`src/hw/rtl/pds_pkg.sv`:
```
`default_nettype none

package pds_pkg;

  localparam int unsigned MAX_PARTICLES = 64;

  localparam int unsigned IdW    = 10;
  localparam int unsigned CoordW = 20;
  localparam int unsigned LimitW = 36;
  localparam int unsigned DistW  = 44;
  localparam int unsigned AbsW   = CoordW + 1;
  localparam int unsigned SqW    = 2 * AbsW;
  localparam int unsigned CfgIdxW = 2;

  localparam logic [LimitW-1:0] NearLimitReset = LimitW'(490000);

  typedef enum logic [CfgIdxW-1:0] {
    CFG_CAMERA_X   = 2'd0,
    CFG_CAMERA_Y   = 2'd1,
    CFG_CAMERA_Z   = 2'd2,
    CFG_NEAR_LIMIT = 2'd3
  } cfg_reg_e;

  typedef enum logic [1:0] {
    ST_FILL,
    ST_FLUSH,
    ST_DRAIN
  } sort_state_e;

  typedef struct packed {
    logic [IdW-1:0]   id;
    logic             alive;
    logic [DistW-1:0] depth;
  } rec_t;

  // A record leaving the distance pipeline for the insertion chain.
  typedef struct packed {
    logic valid;
    logic store;
    logic last;
    rec_t rec;
  } ins_t;

  // What one cell shows its neighbors.
  typedef struct packed {
    logic valid;
    logic push;
    rec_t rec;
  } link_t;

endpackage

`default_nettype wire

```
`src/hw/rtl/pds_dist.sv`:
```
`default_nettype none

module pds_dist (
  input  wire logic                               clk_i,
  input  wire logic                               rst_ni,
  input  wire logic                               valid_i,
  input  wire logic                               store_i,
  input  wire logic                               last_i,
  input  wire logic [pds_pkg::IdW-1:0]            id_i,
  input  wire logic                               alive_i,
  input  wire logic signed [pds_pkg::CoordW-1:0]  pos_x_i,
  input  wire logic signed [pds_pkg::CoordW-1:0]  pos_y_i,
  input  wire logic signed [pds_pkg::CoordW-1:0]  pos_z_i,
  input  wire logic signed [pds_pkg::CoordW-1:0]  cam_x_i,
  input  wire logic signed [pds_pkg::CoordW-1:0]  cam_y_i,
  input  wire logic signed [pds_pkg::CoordW-1:0]  cam_z_i,
  output pds_pkg::ins_t                           ins_o
);

  localparam int unsigned AbsW = pds_pkg::AbsW;
  localparam int unsigned SqW  = pds_pkg::SqW;

  logic [2:0] valid_q;
  logic [2:0] store_q, last_q;
  logic [pds_pkg::IdW-1:0] id1_q, id2_q, id3_q;
  logic [2:0] alive_q;
  logic [AbsW-1:0] ax_q, ay_q, az_q;
  logic [AbsW-1:0] ax_d, ay_d, az_d;
  logic [SqW-1:0] sx_q, sy_q, sz_q;
  logic [pds_pkg::DistW-1:0] dist_q;

  function automatic logic [AbsW-1:0] abs_diff(
    input logic signed [pds_pkg::CoordW-1:0] a,
    input logic signed [pds_pkg::CoordW-1:0] b
  );
    logic signed [AbsW-1:0] d;
    d = AbsW'(a) - AbsW'(b);
    return d[AbsW-1] ? AbsW'(-d) : AbsW'(d);
  endfunction

  assign ax_d = abs_diff(cam_x_i, pos_x_i);
  assign ay_d = abs_diff(cam_y_i, pos_y_i);
  assign az_d = abs_diff(cam_z_i, pos_z_i);

  always_ff @(posedge clk_i or negedge rst_ni) begin
    if (!rst_ni) begin
      valid_q <= '0;
    end else begin
      valid_q <= {valid_q[1:0], valid_i};
    end
  end

  always_ff @(posedge clk_i) begin
    store_q <= {store_q[1:0], store_i};
    last_q  <= {last_q[1:0], last_i};
    alive_q <= {alive_q[1:0], alive_i};
    id1_q   <= id_i;
    id2_q   <= id1_q;
    id3_q   <= id2_q;
    ax_q    <= ax_d;
    ay_q    <= ay_d;
    az_q    <= az_d;
    sx_q    <= ax_q * ax_q;
    sy_q    <= ay_q * ay_q;
    sz_q    <= az_q * az_q;
    // The sum stays below 2^43, so the field maximum is never reached.
    dist_q  <= pds_pkg::DistW'(sx_q) + pds_pkg::DistW'(sy_q) + pds_pkg::DistW'(sz_q);
  end

  always_comb begin
    ins_o.valid     = valid_q[2];
    ins_o.store     = store_q[2];
    ins_o.last      = last_q[2];
    ins_o.rec.id    = id3_q;
    ins_o.rec.alive = alive_q[2];
    ins_o.rec.depth = dist_q;
  end

endmodule

`default_nettype wire

```
`config.mk`:
```
export PLATFORM = sky130hd
export DESIGN_NAME = pds_dist
export DESIGN_NICKNAME = d
export VERILOG_FILES = /design/src/hw/rtl/pds_pkg.sv /design/src/hw/rtl/pds_dist.sv
export SDC_FILE = /design/constraint.sdc
export NUM_CORES = 2
export LEC_CHECK = 0
export ABC_AREA = 1
export BUFFER_PORTS_ARGS = -buffer_cell sky130_fd_sc_hd__buf_2
export CAP_MARGIN = 20
export CORE_ASPECT_RATIO = 0.5
export CORE_MARGIN = 1.5
export CORE_UTILIZATION = 30
export DETAILED_ROUTE_END_ITERATION = 6
export GPL_ROUTABILITY_DRIVEN = 0
export PLACE_DENSITY_LB_ADDON = 0.05
export SYNTH_ARGS = -nofsm -noshare
export SYNTH_HDL_FRONTEND = slang
export SYNTH_SLANG_ARGS = --single-unit
```
`constraint.sdc`:
```
create_clock -name clk_i -period 13 [get_ports clk_i]
set_input_delay 2.6 -clock clk_i [delete_from_list [all_inputs] [get_ports clk_i]]
set_output_delay 2.6 -clock clk_i [all_outputs]
set_load 0.01 [all_outputs]
```
After elaboration in Yosys (flattened, before gate mapping)
Index checks and enable logic that the tools add are counted.
{"block": "word_totals", "regBits": 275, "latchBits": 0, "mem_bits_rw": 0, "rom_bits": 0, "input_bits": 136, "out_inout_bits": 58, "mem_count": 0}
{"block": "classes", "n_addsub": 8, "mul": 3, "div": 0, "n_lt_le_gt_ge": 0, "n_eq_ne": 0, "n_shift": 0, "n_mux": 3, "n_bitwise": 0, "n_reduce_logical": 0}
{"cell": "multiplier 21 x 21 -> 42 bit", "count": 3}
{"cell": "negation 21 bit", "count": 3}
{"cell": "subtractor 20 x 20 -> 21 bit", "count": 3}
{"cell": "two-way mux 20 bit", "count": 3}
{"cell": "adder 43 x 42 -> 44 bit", "count": 1}
{"cell": "adder 42 x 42 -> 43 bit", "count": 1}

Depth between registers and ports, before layout
{"block": "depth", "depth_word": 3, "ltp_mapped": 29}

Least setup slack after synthesis
Ideal clock, no wire load.
{"block": "synth_timing", "path_type": "flip-flop to flip-flop", "start": "reg az_q[17]", "end": "reg sz_q[37]", "arrival_ns": 5.944, "t_required_ns": 12.928, "setup_slack_ns": 6.985, "stages_incl_launch_ff": 26, "synth_period_minus_slack_ns": 6.015, "cell_sequence": "dfxtp_1 -> clkbuf_1 -> buf_1 -> nand2_1 -> fa_1 -> inv_1 -> fa_1 -> fa_1 -> fa_1 -> fa_1 -> fa_1 -> inv_1 -> fa_1 -> inv_1 -> ha_1 -> nand2_1 -> nor2_1 -> inv_1 -> nor2_1 -> inv_1 -> nor3_1 -> nand2_1 -> o211ai_1 -> nand3_1 -> nand2_1 -> xor2_1"}
{"block": "synth_via", "elab_chain_cells": 1}
{"element": "from (decl)", "line_no": "pds_dist.sv:27", "rtl": "logic [AbsW-1:0] ax_q, ay_q, az_q;"}
{"element": "from (signal assigned)", "line_no": "pds_dist.sv:62", "rtl": "az_q <= az_d;"}
{"element": "multiplier 21 x 21 -> 42 bit", "line_no": "pds_dist.sv:65", "rtl": "sz_q <= az_q * az_q;"}
{"element": "to (signal assigned)", "line_no": "pds_dist.sv:65"}
{"element": "to (decl)", "line_no": "pds_dist.sv:29", "rtl": "logic [SqW-1:0] sx_q, sy_q, sz_q;"}
Every way passes these cells.
A chain may end at the register's enable or synchronous reset.

Worst setup path in the final report
{"block": "layout_timing", "start": "reg ay_q[5]", "end": "reg sy_q[31]"}
{"block": "layout_via", "elab_chain_cells": 1}
{"element": "from (decl)", "line_no": "pds_dist.sv:27"}
{"element": "from (signal assigned)", "line_no": "pds_dist.sv:61", "rtl": "ay_q <= ay_d;"}
{"element": "multiplier 21 x 21 -> 42 bit", "line_no": "pds_dist.sv:64", "rtl": "sy_q <= ay_q * ay_q;"}
{"element": "to (signal assigned)", "line_no": "pds_dist.sv:64"}
{"element": "to (decl)", "line_no": "pds_dist.sv:29"}
Every way passes these cells.

==> impl_summary.md <==
STA
The routed design could run at a clock period as short as 7.13 ns. Setup violations remaining at the end of the flow were counted as 0. At the pin with the least slew margin, the transition time is 1.12 ns. The final hold violation count is 0. The upper clock frequency limit is 140 MHz. The worst pin sits at a relative slew slack of 0.253. Setup repair after global routing left no endpoint under its margin.

In the post-route analysis, the smallest setup slack over all paths is 5.87 ns. In the final timing run, aggregate negative setup slack is 0 ns. The count of final max-slew check failures is 0. Across the routed clock network, the largest skew measured is 0.0258 ns.

The post-route fraction of the period consumed by the critical path is 0.548. The worst hold margin is 0.326 ns.

Cells and area
The total inserted antenna cells is 0. The top cell types in the final layout, fill and taps aside, are sky130_fd_sc_hd__inv_1, sky130_fd_sc_hd__nand2_1, sky130_fd_sc_hd__fa_1. The final standard cell utilization of the core is 0.331. Leaving out fill and tap cells, the most frequent cell in the layout is sky130_fd_sc_hd__inv_1. The fraction of layout instances using a drive strength above 1 is 0.0474. The final net count is 8548. Relative to the synthesized area, the layout overhead comes to 9.59%.

Floorplan
The floorplan step defined a die boundary enclosing 180000 um^2. The total I/O pin count is 194. The floorplan core area is 176000 um^2.

The die span in x is 599 um. The height of the die is 301 um. The number of cell rows is 109. The effective utilization at floorplan is 0.302.

Job
The max-capacitance violation count is 0.

Synth
After synthesis the cells add up to 53200 um^2. The number of flip-flops and latches in the synthesized netlist is 272. The synthesized netlist contains 48 unique library cells. The average cell area after synthesis is 7.92 um^2. The fraction of the yosys area taken by sequential cells is 0.103. The count of yosys warnings during synthesis is 0.

The number of cells produced by synthesis is 6721.

Placed design
Before CTS, the worst setup slack after placement is 5.88 ns. The HPWL after detailed placement is 135000 um. The port buffer count is 193.

Clocking
The cell sitting at the root of the clock tree is a sky130_fd_sc_hd__clkbuf_16. TritonCTS created 31 clock buffers. TritonCTS built the clock tree.

The number of buffers on the longest clock path is 3. The number of gates resized after CTS is 0. The CTS clock-pin slew for the worst setup and hold paths is 0.08 ns.

In this run, post-CTS hold repair placed 0 buffers. Clock latency on the worst-skew pair, taken at its later pin, is 0.67 ns. CTS built an H-tree with a depth of 1.

The number of post-CTS setup repair buffers is 0. The clock drives 272 sinks.

Critical path
For the worst setup path, the data required time is 13.59 ns. The startpoint-to-endpoint class of the critical path is flop to flop. The maximum fanout along the worst path is 21. The worst endpoint data arrival time is 7.71 ns.

The worst setup path is captured at a flop. The kind of start point of the critical path is a flop.

Global route
The initial antenna violation count came to 6. For this run, the total global-route usage over all layers was measured as 0.183. Entering global routing, the biggest net connects 25 pins. The overall overflow remaining after global route is 0.

The first global-routing pass estimated 257000 um of wire. The number of global-route vias before repair is 45900.

Worst hold path
The tightest min-delay check is of the flop to flop type.

Routing
Dividing the detail-routed wire length by the instance count gives 17.2 um. In this run the remaining antenna-violating nets after routing total 0. The pre-antenna-repair detailed-routing pass consisted of 6 iterations. The number of design rule violations left after detail routing is 0. Across all layers, the routed design uses 41100 vias. The total routed wirelength is 159000 um.

The violation count after the first detailed-route iteration is 2035. Using the TritonRoute via totals, the vias-per-cell ratio works out to 4.43.

Outcome
The flow ran to the end, and the final reports show no timing, DRC or antenna violations.
-- sequential cells by signal (all words and copies together) (netlist names) --
register  cells
dist_q       44
sx_q         41
sy_q         41
sz_q         41
ax_q         21
ay_q         21
az_q         21
id1_q        10
id2_q        10
id3_q        10
alive_q       3
last_q        3
store_q       3
valid_q       3
-- cells in the mapped netlist (all sizes together) --
master   count  area share
o211ai       7     0.00099
ha         565        0.13
o311ai       3     0.00049
o31ai        3     0.00042
or2         10      0.0012
and3         6     0.00071
a31oi       33      0.0039
dfrtp        3      0.0014
inv       1860        0.13
o221ai       1     0.00016
o21bai      18      0.0025
dfxtp      269        0.10
o21a        13      0.0018
buf         11      0.0013
nor4        17      0.0020
a21boi      11      0.0016
nand4       53      0.0062
and2         3     0.00035
xor2       149       0.025
a21o        37      0.0052
nand3b      15      0.0021
clkbuf     126      0.0089
a21oi      257       0.024
a31o         1     0.00016
o31a         1     0.00016
a211oi       6     0.00085
a221oi       2     0.00033
nor2       371       0.026
fa         975        0.37
conb         1    0.000070
o21ai      140       0.013
nand2b       1     0.00012
nor3        29      0.0028
nor3b        1     0.00014
o2111ai      3     0.00049
xnor2       80       0.013
nand3      182       0.017
nand2     1458        0.10
-- logic make-up after synthesis --
logic type,Yosys count,synth area share
other cells,1,0.0000704
fa+ha+maj,1540,0.499
flops,272,0.103
simple gates,2146,0.162
xor+xnor,229,0.0380
compound gates,536,0.0564
buf+inv,1997,0.141
-- final timing paths --
kind / startpoint / end / slack [ns] / cells after the start
setup / recovery: ay_q[5]$_DFF_P_ / sy_q[31]$_DFF_P_ / 5.87 / 23
hold / removal: id2_q[4]$_DFF_P_ / id3_q[4]$_DFF_P_ / 0.33 / 0
setup reg to reg: ay_q[5]$_DFF_P_ / sy_q[31]$_DFF_P_ / 5.87 / 23
hold reg to reg: id2_q[4]$_DFF_P_ / id3_q[4]$_DFF_P_ / 0.33 / 0
max in group asynchronous: rst_ni / valid_q[2]$_DFF_PN0_ / 11.17 / 1
min in group asynchronous: rst_ni / valid_q[0]$_DFF_PN0_ / 1.72 / 1
-- metal layers --
metal  wire, um  up-vias  global-route usage  part of all wire
met2      74200      620               0.313              0.47
met5          0        -                   0                 0
met4       1730        0              0.0213             0.011
met3       5070      104              0.0166             0.032
met1      78300    20200               0.259              0.49
li1           -    20100                   -                 -
-- metrics by stage --
step	instances	cell area, um^2
final	9280	58300
after detailed placement	9219	57100
after global routing	9280	58300
after CTS	9274	58200
after floorplan	6723	53200
after global placement	9215	57000
-- cell type report --
type | instances | area [um^2]
clock buffers | 36 | 815
inverters | 1860 | 6980
multi-input cells | 4454 | 40300
fillers | 19100 | 118000
repair buffers | 253 | 1570
well taps | 2386 | 2990
flip-flops and latches | 272 | 5460
clock inverters | 19 | 274
-- critical path, stage by stage, from the launching register on --
cell and delay (ns):
sky130_fd_sc_hd__dfxtp_1 1.05, sky130_fd_sc_hd__nand2_1 0.24, sky130_fd_sc_hd__fa_1 0.60, sky130_fd_sc_hd__inv_1 0.06, sky130_fd_sc_hd__fa_1 0.50, sky130_fd_sc_hd__inv_1 0.05, sky130_fd_sc_hd__fa_1 0.48, sky130_fd_sc_hd__inv_1 0.06
sky130_fd_sc_hd__fa_1 0.50, sky130_fd_sc_hd__inv_1 0.06, sky130_fd_sc_hd__fa_1 0.57, sky130_fd_sc_hd__inv_1 0.06, sky130_fd_sc_hd__fa_1 0.49, sky130_fd_sc_hd__inv_1 0.05, sky130_fd_sc_hd__fa_1 0.48, sky130_fd_sc_hd__inv_1 0.05
sky130_fd_sc_hd__ha_1 0.36, sky130_fd_sc_hd__nand2_1 0.10, sky130_fd_sc_hd__nor2_1 0.19, sky130_fd_sc_hd__inv_1 0.09, sky130_fd_sc_hd__nor4_1 0.41, sky130_fd_sc_hd__a21oi_1 0.17, sky130_fd_sc_hd__o21ai_0 0.24, sky130_fd_sc_hd__xor2_1 0.17
Power is left out: the tool's default activity adds up to more than one toggle a clock period on the data nets, which glitch-free logic cannot reach.
