`config.mk`:
```
export PLATFORM = sky130hd
export DESIGN_NAME = pds_cell
export DESIGN_NICKNAME = d
export VERILOG_FILES = /design/src/hw/rtl/pds_pkg.sv /design/src/hw/rtl/pds_cell.sv
export SDC_FILE = /design/constraint.sdc
export NUM_CORES = 1
export LEC_CHECK = 0
export BUFFER_PORTS_ARGS = -buffer_cell sky130_fd_sc_hd__buf_2
export CORE_MARGIN = 1
export CORE_UTILIZATION = 46
export CTS_BUF_LIST = sky130_fd_sc_hd__clkbuf_2 sky130_fd_sc_hd__clkbuf_4 sky130_fd_sc_hd__clkbuf_8
export CTS_CLUSTER_SIZE = 28
export DETAILED_ROUTE_END_ITERATION = 12
export MAX_ROUTING_LAYER = met4
export PLACE_DENSITY = 0.89
export REMOVE_ABC_BUFFERS = 1
export SLEW_MARGIN = 20
export SYNTH_ARGS = -nofsm -noshare
export SYNTH_HDL_FRONTEND = slang
export SYNTH_SLANG_ARGS = --single-unit
```
`constraint.sdc`:
```
create_clock -name clk_i -period 5.9 [get_ports clk_i]
set_input_delay 1.475 -clock clk_i [delete_from_list [all_inputs] [get_ports clk_i]]
set_output_delay 1.475 -clock clk_i [all_outputs]
set_load 0.02 [all_outputs]
```
`src/hw/rtl/pds_pkg.sv`:
```
`default_nettype none

package pds_pkg;

  localparam int unsigned MAX_PARTICLES = 64;

  localparam int unsigned IdW    = 10;
  localparam int unsigned CoordW = 20;
  localparam int unsigned LimitW = 36;
  localparam int unsigned DistW  = 44;
  localparam int unsigned AbsW   = CoordW + 1;
  localparam int unsigned SqW    = 2 * AbsW;
  localparam int unsigned CfgIdxW = 2;

  localparam logic [LimitW-1:0] NearLimitReset = LimitW'(490000);

  typedef enum logic [CfgIdxW-1:0] {
    CFG_CAMERA_X   = 2'd0,
    CFG_CAMERA_Y   = 2'd1,
    CFG_CAMERA_Z   = 2'd2,
    CFG_NEAR_LIMIT = 2'd3
  } cfg_reg_e;

  typedef enum logic [1:0] {
    ST_FILL,
    ST_FLUSH,
    ST_DRAIN
  } sort_state_e;

  typedef struct packed {
    logic [IdW-1:0]   id;
    logic             alive;
    logic [DistW-1:0] depth;
  } rec_t;

  // A record leaving the distance pipeline for the insertion chain.
  typedef struct packed {
    logic valid;
    logic store;
    logic last;
    rec_t rec;
  } ins_t;

  // What one cell shows its neighbors.
  typedef struct packed {
    logic valid;
    logic push;
    rec_t rec;
  } link_t;

endpackage

`default_nettype wire

```
`src/hw/rtl/pds_cell.sv`:
```
`default_nettype none

module pds_cell (
  input  wire logic    clk_i,
  input  wire logic    rst_ni,
  input  wire pds_pkg::ins_t  ins_i,
  input  wire logic    shift_i,
  input  wire pds_pkg::link_t left_i,
  input  wire pds_pkg::link_t right_i,
  output pds_pkg::link_t link_o
);

  logic          valid_q, valid_d;
  pds_pkg::rec_t rec_q, rec_d;
  logic          push;

  // The new record goes behind every stored record that is at least as far.
  assign push = valid_q && (rec_q.depth < ins_i.rec.depth);

  always_comb begin
    valid_d = valid_q;
    rec_d   = rec_q;
    if (shift_i) begin
      valid_d = right_i.valid;
      rec_d   = right_i.rec;
    end else if (ins_i.valid && ins_i.store) begin
      if (left_i.push) begin
        valid_d = 1'b1;
        rec_d   = left_i.rec;
      end else if (left_i.valid && (push || !valid_q)) begin
        valid_d = 1'b1;
        rec_d   = ins_i.rec;
      end
    end
  end

  always_ff @(posedge clk_i or negedge rst_ni) begin
    if (!rst_ni) begin
      valid_q <= 1'b0;
    end else begin
      valid_q <= valid_d;
    end
  end

  always_ff @(posedge clk_i) begin
    rec_q <= rec_d;
  end

  always_comb begin
    link_o.valid = valid_q;
    link_o.push  = push;
    link_o.rec   = rec_q;
  end

endmodule

`default_nettype wire

```
Word level (Yosys, flattened, before mapping) --
Index checks and enable logic that the tools add are counted.
Word-level totals: bits in registers 56, input port bits 175, output and inout port bits 57, logic and storage cells 21
Operators by class: $lt $le $gt $ge 1, muxes and demuxes 8, reductions and logical operators 8
Operators with widths (number):
- 55-bit two-way mux | 4
- 44-bit less-than comparator | 1
- 1-bit two-way mux | 4
- 1-bit logical AND | 3
- 3-bit nonzero test | 1
- 2-bit AND reduction | 1
- 2-bit nonzero test | 1
- 1-bit zero test | 1
- 1-bit logical OR | 1

Longest topological paths before layout --
Gate-level depths: netlist of run 1.
depth after elaboration 8, depth in mapped cells 9, depth with buffers taken out 8

Least setup slack after synthesis of run 1 --
No wires, ideal clock.
kind input port to flip-flop, start point in ins_i[15] (netlist name), end point reg rec_q, in the netlist link_o[0] (enable), library setup time 0.501 ns, arrival 5.573 ns, required time 5.399 ns, setup slack -0.173 ns, stages 8, path buffers 0, cell sequence inv_1 -> ha_1 -> a21oi_2 -> a31oi_1 -> a2111oi_2 -> o21ai_1 -> a221o_1 -> a31oi_1
Between the ends: longest elaborated chain between the ends 6
RTL lines:
- start: declaration | RTL line pds_cell.sv:6 | input wire pds_pkg::ins_t ins_i,
- 44-bit less-than comparator | RTL line pds_cell.sv:18 | assign push = valid_q && (rec_q.depth < ins_i.rec.depth);
- 1-bit logical AND | RTL line pds_cell.sv:18
- 1-bit logical OR | RTL line pds_cell.sv:30 | end else if (left_i.valid && (push || !valid_q)) begin
- 1-bit logical AND | RTL line pds_cell.sv:30
- 3-bit nonzero test (no line)
- 2-bit AND reduction (no line)
- end signal: assignment | RTL line pds_cell.sv:46 | rec_q <= rec_d;
- end: declaration | RTL line pds_cell.sv:14 | pds_pkg::rec_t rec_q, rec_d;
No other way between the ends. A chain may end at the register's enable or synchronous reset.

==> impl_results.md, run 1 <==
* Mapped Area at 3930 sq um
* Total CTS buffers at 5
* ANT cells at 0
* Final period util at 81.9%
* Critical path required time at 4.43 ns
* GRT Overall Usage at 23.8%
* Max Freq at 207 MHz
* Vias/cell at 5.16
* Post-route minimum period at 4.83 ns
* CTS sink count at 56
* H-Tree Depth at 2
* Post-CTS setup buffer count at 0
* Die height at 94.5 microns
* Fillers at 704
* Setup violators final at 0
* Worst-Skew Late Latency at 0.31 ns
* ANT nets after route at 0
* Slowest Stage Delay on Critical Path at 0.39 ns
* Register share of total power at 47.3%
* Switching part of the total power at 31.7%
* Peak supply drop at 0.107 mV
* DRT Pass-1 Iters at 4
* Most used cell, CP: buf_2
* Placed Instances at 721
* RSZ-0062 raised after global routing: false
* Share of layout cells above drive strength 1 at 39.4%
* Crit path max-delay cell type: a221o_1
* Die Area at 8930 sq um
* Grt total ovfl at 0
* Pleak at 0.00278 uW
* Status: finished clean
* Clock Pin Slew Worst Setup and Hold Paths at 0.10 ns
* CP Max Fanout at 4
* Hold Buf Count CTS at 0
* Io pins at 232
* Slew margin rel. at 29.6%
* Share of total power in combinational logic at 31.4%
* P&R area growth vs syn at 34.0%
* Routed WL at 10500 microns
* HP Class: reg -> reg
* Nets at 841
* Clock power frac at 21.4%
* Crit end category: output pin
* Final Max Tran Viols at 0
* DRC viols at 0
* CP Launch Type: input port
* Antenna violations before repair at 0
* Power Internal at 737 uW
* Crit path cell chain: buf_2 > inv_1 > ha_1 > a21oi_2 > a31oi_1 > a2111oi_2 > o21ai_1 > a221o_1 > nor2_1 > buf_2
* Area of placed instances at 5170 sq um
* Post-detailed-placement half-perimeter wirelength at 8380 microns
* Initial DRC Count at 111
* Register bit count reported by yosys at 56
* CTS resizes at 0
* Largest net degree at the start of global routing at 60
* Syn Area/Cell at 9.74 sq um
* Clock Skew at 0.0106 ns
* Final GP Congestion at 0.827
* First-pass GRT wire length at 16200 microns
* Layout Cells excl Fill at 729
* CTS Root Cell: clkbuf_8
* Vias at 3761
* Max Cap Viol at 0
* PD cells at 205 nW/um^2
* Final Hold Fails at 0
* Cells after Synth at 404
* Initial Utilization at 47.6%
* Die width at 94.5 microns
* Worst Tran Pin Value at 1.06 ns
* Row count at 33
* Netlist cell types at 30
* Final total power at 1080 uW
* Critical path class: in -> out
* WP data arrival at 3.36 ns
* Net Sw Power at 342 uW
* Bufs on Longest Clock Path at 2
* Routed len/inst at 14.4 microns
* Core Area at 8260 sq um
* Register area share after synthesis at 42.6%
* Vias in the first global route at 3720
* Synth warn at 0
* Post-route design area at 5270 sq um
* PortBufs at 229
* TritonCTS clock tree: yes
-- synthesized netlist by cell type --
cell / count / area [sq um]
buf_2: 5 / 25.0
or4_1: 2 / 15.0
a21o_1: 4 / 30.0
o211ai_1: 1 / 7.51
nand4_1: 8 / 50.1
nand3_1: 2 / 10.0
a211oi_1: 1 / 7.51
a221oi_1: 1 / 8.76
buf_4: 2 / 15.0
edfxtp_1: 55 / 1650
nor3_1: 2 / 10.0
a221o_1: 1 / 10.0
a21oi_2: 1 / 8.76
a2111oi_2: 1 / 15.0
nor2b_1: 2 / 12.5
clkbuf_1: 13 / 48.8
nand2_1: 66 / 248
a21oi_1: 16 / 80.1
nor3_2: 1 / 10.0
o21ai_0: 62 / 310
nand4_2: 1 / 12.5
dfrtp_1: 1 / 25.0
nor4_1: 1 / 6.26
or2_2: 1 / 6.26
nor2_1: 6 / 22.5
a31oi_1: 4 / 25.0
o21ai_1: 1 / 5.00
mux2i_1: 55 / 551
inv_1: 45 / 169
ha_1: 43 / 538
-- path summary, 6_finish.rpt --
check / startpoint / to / slack (ns) / cells after the start
max in group asynchronous: rst_ni / valid_q / 4.89 / 1
worst max register to register: link_o[2] / link_o[33] / 2.52 / 8
worst min-delay path: valid_q / valid_q / 0.62 / 2
min in group asynchronous: rst_ni / valid_q / 0.92 / 1
worst max-delay path: ins_i[15] / link_o[55] / 1.07 / 10
worst min register to register: valid_q / valid_q / 0.62 / 2
-- cells by family (layout without fill, tap and decap cells) --
| group | Yosys count | after routing | synth area share (%) |
|---|---|---|---|
| buf+inv | 65 | 285 | 6.55 |
| fa+ha+maj | 43 | 43 | 13.7 |
| compound gates | 93 | 93 | 12.9 |
| mux | 55 | 55 | 14.0 |
| flops | 56 | 56 | 42.6 |
| simple gates | 92 | 92 | 10.2 |
-- sequential cells by signal (all words and copies together) (netlist names) --
name,count
valid_q,1
link_o,55
-- layout by cell type, fill, tap and decap left out, drive strengths merged --
master / synthesis / final
a2111oi: 1 / 1
a211oi: 1 / 1
a21o: 4 / 4
a21oi: 17 / 17
a221o: 1 / 1
a221oi: 1 / 1
a31oi: 4 / 4
buf: 7 / 232
clkbuf: 13 / 8
dfrtp: 1 / 1
edfxtp: 55 / 55
ha: 43 / 43
inv: 45 / 45
mux2i: 55 / 55
nand2: 66 / 66
nand3: 2 / 2
nand4: 9 / 9
nor2: 6 / 6
nor2b: 2 / 2
nor3: 3 / 3
nor4: 1 / 1
o211ai: 1 / 1
o21ai: 63 / 63
or2: 1 / 1
or4: 2 / 2
-- critical path, delay by kind of cell --
family                     cells  cell delay [ns]
AOI/OAI and AO/OA              5             1.09
adders and majority gates      1             0.34
buffers and inverters          3             0.31
and+or+nand+nor                1             0.12
-- layout make-up --
class | instances | area, sq um | share of cell area (%)
tap | 105 | 131 | 2.49
multi-input combinational | 283 | 2010 | 38.2
timing repair buffer | 232 | 1180 | 22.4
clock buffer | 8 | 97.6 | 1.85
inverter | 45 | 169 | 3.20
sequential | 56 | 1680 | 31.8
-- per-layer routing --
layer / global-route usage [%] / vias to the layer above / part of all wire [%]
li1: - / 1876 / -
met1: 25.9 / 1715 / 40
met2: 44.9 / 155 / 52
met3: 3.30 / 15 / 5.9
met4: 6.82 / 0 / 1.4
met5: - / - / 0
-- power by group through the flow --
stage | combinational, uW | sequential, uW | clock (uW)
after global placement | 324 | 516 | 0
after floorplan | 128 | 570 | 0
after CTS | 340 | 510 | 237
final | 338 | 510 | 230
after global routing | 374 | 515 | 253
after detailed placement | 339 | 519 | 0
-- metrics by stage --
| stage | hold slack (ns) | util, % | setup slack, ns | TNS (ns) |
|---|---|---|---|---|
| finish | 0.621 | 63.8 | 1.07 | 0 |
| global route | 0.645 | 63.8 | 0.886 | 0 |
| CTS | 0.610 | 63.8 | 1.03 | 0 |
| detailed placement | 0.594 | 62.7 | 1.03 | 0 |
| global placement | 0.578 | 62.7 | 1.09 | 0 |
| floorplan | 0.636 | - | -0.173 | -9.53 |
(Power assumes the default switching activity.)
==> run 2: changes to the inputs <==
Clock period 5.9 ns to 4.74 ns, I/O delays scaled along.
==> run 2 against run 1 <==
Net effect: routed wire length up 1.7%; sequential share of layout area about the same; first-iteration DRC count up 13%; clock-buffer cell count down 1; sequential cell count unchanged; worst hold slack worse by 0.00098 ns; clock power up 17%; non-clock buffer count up 1; sequential power up 25%; die area unchanged; critical path type unchanged; largest cell class unchanged.
==> impl_results.md, run 2 (synthesis gave the netlist of run 1 again) <==
* End-of-flow core utilization at 63.8% (about the same)
* P&R area growth vs syn at 34.0% (about the same)
* DRC viols at 0 (unchanged)
* Initial DRC Count at 125 (+13%)
* Bufs on Longest Clock Path at 2 (unchanged)
* Placed Instances at 722 (+0.14%)
* PD cells at 252 nW/um^2 (+23%)
* Post-route minimum period at 4.24 ns
* Vias at 3774 (+0.35%)
* ANT nets after route at 0 (unchanged)
* TritonCTS clock tree: yes
* Setup TNS at 0 ns (unchanged)
* Largest net degree at the start of global routing at 60 (unchanged)
* Post-CTS setup buffer count at 0 (unchanged)
* Die height at 94.5 microns (unchanged)
* HP Class: reg -> reg
* Register share of total power at 47.8% (+0.5 points)
* Share of layout cells above drive strength 1 at 39.5% (+0.097 points)
* Worst-Skew Late Latency at 0.30 ns (about the same)
* Nets at 842 (+0.12%)
* FF-to-FF setup slack at 1.98 ns (-0.54 ns)
* Die width at 94.5 microns (unchanged)
* Number of flip-flops in the largest register at 55 (unchanged)
* H-Tree Depth at 2 (unchanged)
* PortBufs at 229 (unchanged)
* First-pass GRT wire length at 16200 microns (+0.13%)
* Fillers at 694 (-1.4%)
* Share of total power in combinational logic at 32.0% (+0.6 points)
* Worst Tran Pin Value at 0.949 ns (-0.108 ns)
* CP Launch Type: input port
* CTS sink count at 56 (unchanged)
* Row count at 33 (unchanged)
* Max Cap Viol at 0 (unchanged)
* Hold Buf Count CTS at 0 (unchanged)
* Final total power at 1330 uW (+23%)
* Clock Skew at 0.00870 ns (-0.00191 ns)
* Status: finished clean
* Clock power frac at 20.3% (-1.1 points)
* Setup violators final at 0 (unchanged)
* Slew margin rel. at 36.7% (+7.2 points)
* Vias/cell at 5.17 (+0.21%)
* Peak supply drop at 0.152 mV (+42%)
* Vias in the first global route at 3715 (-0.13%)
* CTS resizes at 0 (unchanged)
* Post-detailed-placement half-perimeter wirelength at 8560 microns (+2.1%)
* Final period util at 89.4%
* Most frequent cells in the layout: 228 x buf_2, 66 x nand2_1, 62 x o21ai_0
* Antenna violations before repair at 0 (unchanged)
* Initial Utilization at 47.6% (unchanged)
* Routed len/inst at 14.6 microns (+1.5%)
* CTS Root Cell: clkbuf_8
* Switching part of the total power at 32.1% (+0.40 points)
* Commonest non-fill, non-tap cell in the layout: buf_2
* Final Max Tran Viols at 0 (unchanged)
* Crit end category: output pin
* DRT Pass-1 Iters at 4 (unchanged)
* Pleak at 0.00278 uW (about the same)
* Critical path required time at 3.56 ns (-0.87 ns)
* Core Area at 8260 sq um (unchanged)
* Critical path class: in -> out
* Max Freq at 236 MHz
* Final Hold Fails at 0 (unchanged)
* Total CTS buffers at 5 (unchanged)
* Power Internal at 903 uW (+22%)
* Io pins at 232 (unchanged)
* Routed WL at 10700 microns (+1.7%)
* Layout Cells excl Fill at 730 (+0.14%)
* WP data arrival at 3.05 ns (-0.31 ns)
* GRT Overall Usage at 24.1% (+0.28 points)
* Clock Pin Slew Worst Setup and Hold Paths at 0.10 ns (about the same)
* Final GP Congestion at 0.844 (+2.0%)
* RSZ-0062 raised after global routing: false
* ANT cells at 0 (unchanged)
* Grt total ovfl at 0 (unchanged)
* CP Max Fanout at 4 (unchanged)
* Net Sw Power at 426 uW (+25%)
* Die Area at 8930 sq um (unchanged)
==> run 2: cell types whose count changed in the layout (fill, tap and decap cells not counted) <==
cell | before | now
buf_4 | 3 | 4
clkbuf_8 | 6 | 5
clkinv_2 | 0 | 1
==> run 2: path summary, 6_finish.rpt <==
check,startpoint,to,cells after the start
max,ins_i[15],link_o[55],10
min,valid_q,valid_q,2
max reg2reg,link_o[15],link_o[49],8
min reg2reg,valid_q,valid_q,2
max in group asynchronous,rst_ni,valid_q,1
min in group asynchronous,rst_ni,valid_q,1
==> run 2: layout make-up <==
| cell class | count | area (sq um) | share of cell area [%] |
|---|---|---|---|
| repair buffers | 233 | 1190 | 22.6 |
| inverters | 45 | 169 | 3.20 |
| multi-input cells | 283 | 2010 | 38.2 |
| clock inverters | 1 | 5.00 | 0.0949 |
| flip-flops and latches | 56 | 1680 | 31.8 |
| clock buffers | 7 | 83.8 | 1.59 |
| well taps | 105 | 131 | 2.49 |
==> run 2: metrics by stage <==
| stage | hold WS [ns] | instance area (sq um) | setup slack (ns) |
|---|---|---|---|
| after detailed placement | 0.612 | 5180 | 0.473 |
| after global placement | 0.579 | 5180 | 0.508 |
| after CTS | 0.621 | 5270 | 0.464 |
| after floorplan | 0.636 | 3840 | -1.04 |
| after global routing | 0.616 | 5270 | 0.354 |
| final | 0.620 | 5270 | 0.501 |
==> run 2: critical path: stages <==
cell and delay, ns:
buf_2 0.10, inv_1 0.05, ha_1 0.34, a21oi_2 0.15, a31oi_1 0.11, a2111oi_2 0.30
o21ai_1 0.15, a221o_1 0.39, nor2_1 0.12, buf_2 0.17
==> run 2: power groups by stage <==
| stage | sequential [uW] | combinational [uW] | clock [uW] |
|---|---|---|---|
| after global routing | 640 | 471 | 294 |
| after CTS | 634 | 429 | 278 |
| after global placement | 642 | 404 | 0 |
| after detailed placement | 646 | 426 | 0 |
| final | 635 | 425 | 269 |
| after floorplan | 709 | 160 | 0 |
==> run 2: routing by layer <==
| layer | track usage (%) | wire length, microns | vias to the layer above |
|---|---|---|---|
| met5 | - | 0 | - |
| met4 | 11.1 | 397 | 0 |
| met3 | 4.11 | 646 | 36 |
| met2 | 44.4 | 5570 | 167 |
| met1 | 24.9 | 4080 | 1688 |
| li1 | - | - | 1883 |
